==> src/rtl/core/slcg_pkg.sv <==
// Types and constants of the shuffled minimal-standard generator.
package slcg_pkg;

    localparam int VALUE_W = 31;
    localparam int MULT_W  = 15;
    localparam int PROD_W  = VALUE_W + MULT_W;

    localparam logic [MULT_W-1:0]  LCG_MULT = 15'd16807;
    localparam logic [VALUE_W-1:0] LCG_MOD  = 31'h7FFF_FFFF;

    // Generator steps run before the table starts to fill.
    localparam int WARMUP_EXTRA = 8;

    typedef enum logic [2:0] {
        ST_IDLE,
        ST_SEED_MUL,
        ST_SEED_FOLD,
        ST_DRAW_MUL,
        ST_DRAW_FOLD,
        ST_DRAW_RD,
        ST_DRAW_WR
    } slcg_state_t;

    typedef struct packed {
        logic load_seed;  // load the sanitized seed into the generator
        logic mul;        // register the multiply and the index estimate
        logic fold;       // reduce the product mod 2^31-1 into the generator
        logic seed_step;  // count a seeding step and fill the table
        logic idx_fix;    // correct the index estimate
        logic rd;         // read the table at the index
        logic draw_wr;    // swap the table entry and present the word
    } slcg_cmd_t;

    typedef struct packed {
        logic seeded;     // previous output is nonzero
        logic seed_last;  // the current seeding step is the last one
        logic out_busy;   // the output register holds a word not yet taken
    } slcg_status_t;

endpackage

==> src/rtl/core/shuffled_lcg_random_generator_top.sv <==
// Top level of the shuffled minimal-standard random number generator.
// Draw word: DRAW_MUL, DRAW_FOLD, DRAW_RD, then DRAW_WR loads the result; the next word is taken in IDLE.
// A seed word, or a draw before any seed, first runs a SEED_MUL/SEED_FOLD step per warm-up step and table entry.
// The serial generator loop sets the rate: a multiply and a fold state per step, then a read
// and a write state per draw; a word still held on the output stalls the next draw's write.
// Reset (rst_n low, asynchronous) gives IDLE, generator 1, unseeded; the first seed fills the table.
module shuffled_lcg_random_generator_top #(
    parameter int TABLE_ENTRIES = 32
) (
    input  logic        clk,
    input  logic        rst_n,
    input  logic        s_axis_tvalid,
    output logic        s_axis_tready,
    input  logic [31:0] s_axis_tdata,   // [30:0] seed, [31] zero fill
    input  logic        s_axis_tuser,   // [0] kind: 0 draw, 1 reseed then draw
    output logic        m_axis_tvalid,
    input  logic        m_axis_tready,
    output logic [31:0] m_axis_tdata    // [30:0] value, [31] zero fill
);
    import slcg_pkg::*;

    slcg_cmd_t          cmd;
    slcg_status_t       status;
    logic [VALUE_W-1:0] out_value;

    // The controller owns the input handshake; a word is taken only in IDLE,
    // while a finished word may still be waiting in the output register.
    slcg_ctrl u_ctrl (
        .clk      (clk),
        .rst_n    (rst_n),
        .in_valid (s_axis_tvalid),
        .in_kind  (s_axis_tuser),
        .in_ready (s_axis_tready),
        .status   (status),
        .cmd      (cmd)
    );

    // The datapath holds the generator, the previous output, the table and
    // the output register that drives the master side.
    slcg_datapath #(
        .TABLE_ENTRIES (TABLE_ENTRIES)
    ) u_datapath (
        .clk       (clk),
        .rst_n     (rst_n),
        .cmd       (cmd),
        .status    (status),
        .in_kind   (s_axis_tuser),
        .in_seed   (s_axis_tdata[VALUE_W-1:0]),
        .out_valid (m_axis_tvalid),
        .out_ready (m_axis_tready),
        .out_value (out_value)
    );

    assign m_axis_tdata = {1'b0, out_value};

endmodule

==> src/rtl/core/slcg_ram.sv <==
// Generic single-write, single-read RAM with registered read data.
module slcg_ram #(
    parameter int WIDTH = 31,
    parameter int DEPTH = 32
) (
    input  logic                     clk,
    input  logic                     wr_en,
    input  logic [$clog2(DEPTH)-1:0] wr_addr,
    input  logic [WIDTH-1:0]         wr_data,
    input  logic                     rd_en,
    input  logic [$clog2(DEPTH)-1:0] rd_addr,
    output logic [WIDTH-1:0]         rd_data
);

    logic [WIDTH-1:0] mem_reg [DEPTH];
    logic [WIDTH-1:0] rd_data_reg;

    always_ff @(posedge clk)
    begin
        if (wr_en)
        begin
            mem_reg[wr_addr] <= wr_data;
        end
        if (rd_en)
        begin
            rd_data_reg <= mem_reg[rd_addr];
        end
    end

    assign rd_data = rd_data_reg;

endmodule

==> src/rtl/core/slcg_ctrl.sv <==
// Controller state machine that sequences seeding and drawing.
module slcg_ctrl (
    input  logic                  clk,
    input  logic                  rst_n,
    input  logic                  in_valid,
    input  logic                  in_kind,
    output logic                  in_ready,
    input  slcg_pkg::slcg_status_t status,
    output slcg_pkg::slcg_cmd_t    cmd
);
    import slcg_pkg::*;

    slcg_state_t state_reg;
    slcg_state_t state_next;

    always_ff @(posedge clk or negedge rst_n)
    begin
        if (!rst_n)
        begin
            state_reg <= ST_IDLE;
        end
        else
        begin
            state_reg <= state_next;
        end
    end

    always_comb
    begin
        state_next = state_reg;
        cmd        = '0;
        in_ready   = 1'b0;
        case (state_reg)
            ST_IDLE:
            begin
                in_ready = 1'b1;
                if (in_valid)
                begin
                    // A draw before any seed seeds with one first.
                    if (in_kind || !status.seeded)
                    begin
                        cmd.load_seed = 1'b1;
                        state_next    = ST_SEED_MUL;
                    end
                    else
                    begin
                        state_next = ST_DRAW_MUL;
                    end
                end
            end
            ST_SEED_MUL:
            begin
                cmd.mul    = 1'b1;
                state_next = ST_SEED_FOLD;
            end
            ST_SEED_FOLD:
            begin
                cmd.fold      = 1'b1;
                cmd.seed_step = 1'b1;
                state_next    = status.seed_last ? ST_DRAW_MUL : ST_SEED_MUL;
            end
            ST_DRAW_MUL:
            begin
                cmd.mul    = 1'b1;
                state_next = ST_DRAW_FOLD;
            end
            ST_DRAW_FOLD:
            begin
                cmd.fold    = 1'b1;
                cmd.idx_fix = 1'b1;
                state_next  = ST_DRAW_RD;
            end
            ST_DRAW_RD:
            begin
                cmd.rd     = 1'b1;
                state_next = ST_DRAW_WR;
            end
            ST_DRAW_WR:
            begin
                if (!status.out_busy)
                begin
                    cmd.draw_wr = 1'b1;
                    state_next  = ST_IDLE;
                end
            end
            default:
            begin
                state_next = ST_IDLE;
            end
        endcase
    end

endmodule

==> src/rtl/core/slcg_datapath.sv <==
// Datapath: generator register, modular multiply, table index and shuffle table.
module slcg_datapath #(
    parameter int TABLE_ENTRIES = 32
) (
    input  logic                              clk,
    input  logic                              rst_n,
    input  slcg_pkg::slcg_cmd_t               cmd,
    output slcg_pkg::slcg_status_t            status,
    input  logic                              in_kind,
    input  logic [slcg_pkg::VALUE_W-1:0]      in_seed,
    output logic                              out_valid,
    input  logic                              out_ready,
    output logic [slcg_pkg::VALUE_W-1:0]      out_value
);
    import slcg_pkg::*;

    localparam int AW = $clog2(TABLE_ENTRIES);
    localparam int CW = $clog2(TABLE_ENTRIES + WARMUP_EXTRA);
    localparam int QW = $clog2(TABLE_ENTRIES) + 1;
    localparam int PW = VALUE_W + QW;
    localparam longint unsigned BUCKET =
        64'd1 + ((64'(LCG_MOD) - 64'd1) / 64'(TABLE_ENTRIES));
    localparam logic [PW-1:0] BUCKET_C = PW'(BUCKET);
    localparam logic [QW-1:0] ENTRIES_C = QW'(TABLE_ENTRIES);
    localparam logic [QW-1:0] LAST_IDX  = QW'(TABLE_ENTRIES - 1);
    localparam logic [CW-1:0] WARM_C    = CW'(WARMUP_EXTRA);
    localparam logic [CW-1:0] LAST_CNT  = CW'(TABLE_ENTRIES + WARMUP_EXTRA - 1);

    logic [VALUE_W-1:0] lcg_reg,   lcg_next;
    logic [VALUE_W-1:0] oidx_reg,  oidx_next;
    logic [PROD_W-1:0]  prod_reg;
    logic [QW-1:0]      est_reg;
    logic [AW-1:0]      idx_reg;
    logic [CW-1:0]      cnt_reg,   cnt_next;
    logic               out_valid_reg, out_valid_next;
    logic [VALUE_W-1:0] out_value_reg;

    logic [VALUE_W-1:0] seed_raw;
    logic [VALUE_W-1:0] seed_clean;
    logic [VALUE_W:0]   fold_sum;
    logic [VALUE_W:0]   fold_red;
    logic [VALUE_W-1:0] fold_val;
    logic [PW-1:0]      est_prod;
    logic [PW-1:0]      lo_mul;
    logic [PW-1:0]      hi_mul;
    logic [PW-1:0]      oidx_ext;
    logic [QW-1:0]      q_fix;
    logic [QW-1:0]      q_clamp;
    logic [CW-1:0]      seed_pos;
    logic               warm;

    logic               ram_wr_en;
    logic [AW-1:0]      ram_wr_addr;
    logic [VALUE_W-1:0] ram_wr_data;
    logic [VALUE_W-1:0] ram_rd_data;

    // Zero and the modulus itself would lock the generator at zero.
    assign seed_raw   = in_kind ? in_seed : VALUE_W'(1);
    assign seed_clean = (seed_raw == '0 || seed_raw == LCG_MOD) ? VALUE_W'(1) : seed_raw;

    // 2^31 is congruent to 1, so the high part folds onto the low part.
    assign fold_sum = {1'b0, prod_reg[VALUE_W-1:0]} + (VALUE_W + 1)'(prod_reg[PROD_W-1:VALUE_W]);
    assign fold_red = (fold_sum >= {1'b0, LCG_MOD}) ? fold_sum - {1'b0, LCG_MOD} : fold_sum;
    assign fold_val = fold_red[VALUE_W-1:0];

    // Index estimate: floor(x * entries / 2^31) is within one of the true bucket.
    assign est_prod = PW'(oidx_reg) * PW'(TABLE_ENTRIES);
    assign oidx_ext = PW'(oidx_reg);
    assign lo_mul   = PW'(est_reg) * BUCKET_C;
    assign hi_mul   = lo_mul + BUCKET_C;

    always_comb
    begin
        if (hi_mul <= oidx_ext)
        begin
            q_fix = est_reg + QW'(1);
        end
        else if (lo_mul > oidx_ext)
        begin
            q_fix = est_reg - QW'(1);
        end
        else
        begin
            q_fix = est_reg;
        end
        q_clamp = (q_fix >= ENTRIES_C) ? LAST_IDX : q_fix;
    end

    // Seeding step n fills entry (entries + 7 - n) once past the warm-up.
    assign seed_pos = LAST_CNT - cnt_reg;
    assign warm     = cnt_reg >= WARM_C;

    always_comb
    begin
        lcg_next       = lcg_reg;
        oidx_next      = oidx_reg;
        cnt_next       = cnt_reg;
        out_valid_next = out_valid_reg;
        if (out_valid_reg && out_ready)
        begin
            out_valid_next = 1'b0;
        end
        if (cmd.load_seed)
        begin
            lcg_next = seed_clean;
            cnt_next = '0;
        end
        if (cmd.fold)
        begin
            lcg_next = fold_val;
        end
        if (cmd.seed_step)
        begin
            cnt_next = cnt_reg + CW'(1);
            if (cnt_reg == LAST_CNT)
            begin
                oidx_next = fold_val;
            end
        end
        if (cmd.draw_wr)
        begin
            oidx_next      = ram_rd_data;
            out_valid_next = 1'b1;
        end
    end

    always_ff @(posedge clk or negedge rst_n)
    begin
        if (!rst_n)
        begin
            lcg_reg       <= VALUE_W'(1);
            oidx_reg      <= '0;
            cnt_reg       <= '0;
            out_valid_reg <= 1'b0;
        end
        else
        begin
            lcg_reg       <= lcg_next;
            oidx_reg      <= oidx_next;
            cnt_reg       <= cnt_next;
            out_valid_reg <= out_valid_next;
        end
    end

    always_ff @(posedge clk)
    begin
        if (cmd.mul)
        begin
            prod_reg <= PROD_W'(lcg_reg) * PROD_W'(LCG_MULT);
            est_reg  <= est_prod[PW-1:VALUE_W];
        end
        if (cmd.idx_fix)
        begin
            idx_reg <= q_clamp[AW-1:0];
        end
        if (cmd.draw_wr)
        begin
            out_value_reg <= ram_rd_data;
        end
    end

    always_comb
    begin
        ram_wr_en   = 1'b0;
        ram_wr_addr = idx_reg;
        ram_wr_data = lcg_reg;
        if (cmd.seed_step && warm)
        begin
            ram_wr_en   = 1'b1;
            ram_wr_addr = seed_pos[AW-1:0];
            ram_wr_data = fold_val;
        end
        else if (cmd.draw_wr)
        begin
            ram_wr_en = 1'b1;
        end
    end

    slcg_ram #(
        .WIDTH (VALUE_W),
        .DEPTH (TABLE_ENTRIES)
    ) u_table (
        .clk     (clk),
        .wr_en   (ram_wr_en),
        .wr_addr (ram_wr_addr),
        .wr_data (ram_wr_data),
        .rd_en   (cmd.rd),
        .rd_addr (idx_reg),
        .rd_data (ram_rd_data)
    );

    assign status.seeded    = (oidx_reg != '0);
    assign status.seed_last = (cnt_reg == LAST_CNT);
    assign status.out_busy  = out_valid_reg && !out_ready;

    assign out_valid = out_valid_reg;
    assign out_value = out_value_reg;

endmodule

==> config.mk <==
export PLATFORM = sky130hd
export DESIGN_NAME = shuffled_lcg_random_generator_top
export DESIGN_NICKNAME = d
export VERILOG_FILES = /design/src/rtl/core/slcg_pkg.sv /design/src/rtl/core/shuffled_lcg_random_generator_top.sv /design/src/rtl/core/slcg_ram.sv /design/src/rtl/core/slcg_ctrl.sv /design/src/rtl/core/slcg_datapath.sv
export SDC_FILE = /design/constraint.sdc
export NUM_CORES = 2
export LEC_CHECK = 0
export ABC_AREA = 0
export BUFFER_PORTS_ARGS = -buffer_cell sky130_fd_sc_hd__buf_4
export CAP_MARGIN = 20
export CORE_MARGIN = 5
export CORE_UTILIZATION = 50
export DETAILED_ROUTE_END_ITERATION = 8
export GPL_ROUTABILITY_DRIVEN = 1
export PLACE_DENSITY = 0.66
export SETUP_SLACK_MARGIN = 0.02
export SLEW_MARGIN = 20
export SYNTH_ARGS = -nofsm -noshare
export SYNTH_HDL_FRONTEND = slang
export SYNTH_SLANG_ARGS = --single-unit
==> constraint.sdc <==
create_clock -name clk -period 14.03 [get_ports clk]
set_clock_uncertainty 0.05 [all_clocks]
set_input_delay 4.209 -clock clk [delete_from_list [all_inputs] [get_ports clk]]
set_output_delay 4.209 -clock clk [all_outputs]
set_load 0.05 [all_outputs]
Word level (Yosys, flattened, before mapping)
Memory sizes are Yosys's and may differ from the RTL's. A register that Yosys moved wholly into a read port is not among the register bits.
Cells that the tools add are included.
{"block": "totals", "ff_bits": 159, "ram_bits": 992, "input_bits": 37, "output_inout_bits": 34, "elab_cells": 88, "memories": 1}
{"block": "op_classes", "n_addsub": 7, "multipliers": 1, "magnitude_cmp": 5, "eq_ne": 10, "muxes": 36, "reduce_logical": 19}
{"memory": "u_datapath.u_table.mem_reg", "depth": 32, "word_bits": 31, "read_ports": 1, "rd_ports_with_merged_regs": 1, "write_ports": 1, "line_no": "slcg_ram.sv:15", "rtl": "logic [WIDTH-1:0] mem_reg [DEPTH];"}
{"operator": "$mux W31", "count": 9}
{"operator": "$mul A31 B15 Y46 const B", "count": 1}
{"operator": "$le A37 B31 Y1", "count": 1}
{"operator": "$add A31 B15 Y32", "count": 1}
{"operator": "$add A31 B27 Y32 const B", "count": 1}
{"operator": "$ge A32 B31 Y1 const B", "count": 1}
{"operator": "$eq A31 B31 Y1 const B", "count": 1}
{"operator": "$gt A31 B31 Y1", "count": 1}
{"operator": "$logic_not A31 Y1", "count": 1}
{"operator": "$reduce_bool A31 Y1", "count": 1}
{"operator": "$sub A31 B31 Y31 const B", "count": 1}
{"operator": "$mux W6", "count": 4}
{"operator": "$pmux W3 S7", "count": 1}
{"operator": "$mux W1", "count": 17}
{"operator": "$reduce_bool A2 Y1", "count": 5}
{"operator": "$eq A3 B3 Y1 const B", "count": 3}
{"operator": "$add A5 B1 Y6 const B", "count": 1}
{"operator": "$add A6 B1 Y6 const B", "count": 1}
{"operator": "$eq A3 B2 Y1 const B", "count": 2}
{"operator": "$eq A6 B6 Y1 const B", "count": 1}
{"operator": "$ge A6 B4 Y1 const B", "count": 1}
{"operator": "$ge A6 B6 Y1 const B", "count": 1}
{"operator": "$mux W3", "count": 2}
{"operator": "$sub A5 B1 Y6 const B", "count": 1}
{"operator": "11 further kinds", "count": 19}

Longest topological paths before layout
{"block": "logic_depth", "word_depth": 8, "mapped_depth": 24}

Hierarchy
From an unflattened synthesis, not the netlist that was laid out.
{"block": "hier_totals", "cells_unflattened": 4065, "area_unflattened_um2": 56675.6}
{"mod": "slcg_ram", "n_inst": 1, "cells_per_inst": 2192, "area_each_um2": 39474.1}
{"mod": "slcg_datapath", "n_inst": 1, "cells_per_inst": 1843, "area_each_um2": 16932.5}
{"mod": "slcg_ctrl", "n_inst": 1, "cells_per_inst": 28, "area_each_um2": 257.7}
{"mod": "shuffled_lcg_random_generator_top", "n_inst": 1, "cells_per_inst": 2, "area_each_um2": 11.3}

Worst setup path after synthesis
No wires, ideal clock.
{"block": "synth_timing", "path_kind": "in2reg", "startpoint": "in m_axis_tready", "endpoint": "mem u_datapath.u_table.mem_reg[12][0] (enable)", "t_arrival_ns": 6.442, "path_slack_ns": 7.118, "stages": 6, "path_buffers": 1, "cell_sequence": "nand2b_1 nor2b_1 clkbuf_1 nor3b_1 a31oi_1 nor2_1"}
{"block": "synth_between", "elab_chain_cells": 8}
{"item": "start, declared", "line_no": "shuffled_lcg_random_generator_top.sv:17", "rtl": "input logic m_axis_tready,"}
{"item": "$logic_not A1 Y1", "line_no": "slcg_datapath.sv:194", "rtl": "assign status.out_busy = out_valid_reg && !out_ready;"}
{"item": "$logic_and A1 B1 Y1", "line_no": "slcg_datapath.sv:194"}
{"item": "$mux W1", "line_no": "slcg_ctrl.sv:80", "rtl": "if (!status.out_busy)"}
{"item": "$mux W1", "line_no": "slcg_ctrl.sv:33", "rtl": "case (state_reg)"}
{"item": "$mux W1", "line_no": "slcg_datapath.sv:173", "rtl": "else if (cmd.draw_wr)"}
{"item": "$mux W1", "line_no": "slcg_datapath.sv:167", "rtl": "if (cmd.seed_step && warm)"}
{"item": "$mux W1", "line_no": "slcg_ram.sv:20", "rtl": "if (wr_en)"}
{"item": "$mux W1 (not written as such)", "line_no": "slcg_ram.sv:22", "rtl": "mem_reg[wr_addr] <= wr_data;"}
{"item": "end, declared", "line_no": "slcg_ram.sv:15"}
Every way passes these cells.

Worst setup path in the final report
{"block": "layout_timing", "startpoint": "reg u_datapath.lcg_reg[8]", "endpoint": "reg u_datapath.prod_reg[37] (data pin)"}
{"block": "layout_between", "elab_chain_cells": 1}
{"item": "start, declared", "line_no": "slcg_datapath.sv:29", "rtl": "logic [VALUE_W-1:0] lcg_reg, lcg_next;"}
{"item": "start signal, assigned", "line_no": "slcg_datapath.sv:138", "rtl": "lcg_reg <= lcg_next;"}
{"item": "$mul A31 B15 Y46", "line_no": "slcg_datapath.sv:149", "rtl": "prod_reg <= PROD_W'(lcg_reg) * PROD_W'(LCG_MULT);"}
{"item": "end signal, assigned", "line_no": "slcg_datapath.sv:149"}
{"item": "end, declared", "line_no": "slcg_datapath.sv:31", "rtl": "logic [PROD_W-1:0] prod_reg;"}
Every way passes these cells.
A chain may end at the register's enable or synchronous reset.

==> impl_metrics.env <==
export IMPL_synth_cell_type_count=96
export IMPL_die_area_um2=118000
export IMPL_yosysMostFrequentCell="edfxtp_1"
export IMPL_dp_cells=4790
export IMPL_antenna_found_initial=1
export IMPL_grt_usage_pct=24.4
export IMPL_gp_congestion=0.933
export IMPL_port_buffer_count=68
export IMPL_yosys_top_cells_count="1110 x edfxtp_1, 312 x mux4_2, 311 x inv_1"
export IMPL_grt_start_max_net_pins=141
export IMPL_drc_errors=0
export IMPL_ctsResizeCount=0
export IMPL_setup_tns_final_ns=0
export IMPL_synth_nets=3686
export IMPL_rows=122
export IMPL_start_kind="flop"
export IMPL_multi_input_area_um2=19300
export IMPL_finalMaxSlewViolations=0
export IMPL_finalCriticalPeriod_ns=7.69
export IMPL_finalCritPeriodShare_pct=54.8
export IMPL_syn_area_um2=55600
export IMPL_fp_dieW_um=343
export IMPL_placed_area_um2=58500
export IMPL_cts_buffer_depth=3
export IMPL_worstHoldPathType="flop to flop"
export IMPL_grt_pass1_vias=31283
export IMPL_drt_wl_total_mm=143
export IMPL_fillCellCount=8426
export IMPL_setup_viol=0
export IMPL_hold_viol_final=0
export IMPL_finalInstanceArea_um2=62600
export IMPL_wire_per_inst_um=28.6
export IMPL_clk_latency_ns=0.73
export IMPL_ff_latch_area_um2=35100
export IMPL_slew_headroom_pct=21.4
export IMPL_vias=30852
export IMPL_yosysWarnings=0
export IMPL_cp_max_fo=7
export IMPL_clockRootBuffer="clkbuf_16"
export IMPL_firstDrtPassIters=6
export IMPL_grt_overflow=0
export IMPL_area_delta_synth_final_pct=12.7
export IMPL_hpwl_mm=91.3
export IMPL_postCtsSetupBuffers=0
export IMPL_boundaryPins=71
export IMPL_initial_core_util_pct=50.3
export IMPL_rsz0062_at_grt="no"
export IMPL_fmax_ghz=0.130
export IMPL_max_cap_violations=0
export IMPL_worst_slew_pin_slew_ns=1.18
export IMPL_core_um2=111000
export IMPL_antenna_left=0
export IMPL_worst_setup_path_type="flop to flop"
export IMPL_vias_per_cell=6.15
export IMPL_async_reset_ff_share_pct=6.09
export IMPL_cts_buffers=117
export IMPL_synth_top_cell_by_area="edfxtp_1"
export IMPL_cts_tree="built"
export IMPL_status="completed"
export IMPL_largest_reg_flops=992
export IMPL_end_kind="flop"
export IMPL_whs_ns=0.434
export IMPL_cts_hold_fix_buffers=0
export IMPL_grt_pass1_wl_mm=209
export IMPL_synth_edf_count=1110
export IMPL_synth_area_leaders="edfxtp_1 60%, mux4_2 13%, ha_1 4.9%, fa_1 4.8%, dfrtp_1 3.2%"
export IMPL_crit_arrival_ns=8.04
export IMPL_fp_dieH_um=343
export IMPL_syn_area_per_cell_um2=16.9
export IMPL_yosysTopAreaCellShare_pct=60.0
export IMPL_clk_pin_slew_ns=0.07
export IMPL_synth_seq_cells=1182
export IMPL_final_cell_count_no_fill=5014
export IMPL_drive_gt1_share_pct=22.3
export IMPL_nets=3816
export IMPL_cts_sinks=1182
export IMPL_cp_data_required_time_ns=14.38
export IMPL_antenna_cells=0
export IMPL_synth_ff_type="edfxtp_1"
export IMPL_cts_htree_levels=3
export IMPL_seq_area_frac_synth_pct=63.2
export IMPL_syn_instance_count=3297
export IMPL_drtIter0Drc=3284
==> metal layers <==
layer	track usage [%]	wire, µm	share of wire [%]
met3	3.76	10900	7.6
met4	7.94	5070	3.5
met1	34.8	58300	41
met2	39.3	69300	48
met5	0	0	0
==> path summary, 6_finish.rpt <==
| kind | start | to | cells past startpoint | slack [ns] |
|---|---|---|---|---|
| worst min register to register | u_datapath.u_table.rd_data[22] | u_datapath.out_value[22] | 0 | 0.43 |
| min in group asynchronous | rst_n | u_ctrl.state_reg[1] | 1 | 3.28 |
| worst min-delay path | u_datapath.u_table.rd_data[22] | u_datapath.out_value[22] | 0 | 0.43 |
| max in group asynchronous | rst_n | u_datapath.lcg_reg[10] | 2 | 9.75 |
| worst max-delay path | u_datapath.lcg_reg[8] | u_datapath.prod_reg[37] | 23 | 6.34 |
| worst max register to register | u_datapath.lcg_reg[8] | u_datapath.prod_reg[37] | 23 | 6.34 |
==> worst max-delay path, cell delays in order (launching register included) <==
cell and delay (ns):
dfrtp_1 0.72, inv_1 0.24, fa_1 0.58, inv_1 0.04, ha_1 0.26, inv_1 0.05, fa_1 0.50, inv_1 0.04
ha_1 0.31, fa_1 0.55, inv_1 0.06, fa_1 0.53, inv_1 0.04, ha_1 0.34, a2111oi_0 0.39, o21ai_0 0.24
a41o_1 0.35, o211ai_1 0.40, nand2_1 0.20, a22oi_1 0.33, a21oi_1 0.13, or4_1 0.51, a21oi_1 0.20, xnor2_1 0.31
==> through the flow <==
step / setup WS [ns] / util, %
global placement: 6.52 / 52.9
detailed placement: 6.48 / 52.9
floorplan: 7.12 / -
CTS: 6.47 / 56.5
finish: 6.34 / 56.7
global route: 6.15 / 56.7
==> cells in the final DEF (no fill, tap or decap), types with 25 or more instances in the layout <==
cell	count
a21o_1	28
a21oi_1	90
a22oi_1	25
buf_4	145
clkbuf_16	118
dfrtp_1	71
edfxtp_1	1110
fa_1	134
ha_1	218
inv_1	311
mux2_2	33
mux4_2	312
nand2_1	111
nand3_1	45
nand4_1	28
nor2_1	85
nor2_4	32
nor3_1	29
o21ai_0	72
xnor2_1	56
==> layout make-up <==
cell class                 count  share of cell area (%)
multi-input combinational   1661                    30.8
inverter                     311                    1.86
clock inverter                76                    1.37
clock buffer                 142                    4.91
sequential                  1182                    56.1
timing repair buffer         154                    1.94
tap                         1488                    2.97
==> cells by family after synthesis <==
family	share of synthesized area [%]
AOI/OAI and AO/OA	4.88
xor gates and xnor gates	1.24
adders and majority gates	9.73
buffers and inverters	3.13
DFF	63.2
muxes	13.4
other	0.00675
and+or+nand+nor	4.37
Power is left out: the tool's default activity adds up to more than one toggle a clock period on the data nets, which glitch-free logic cannot reach.
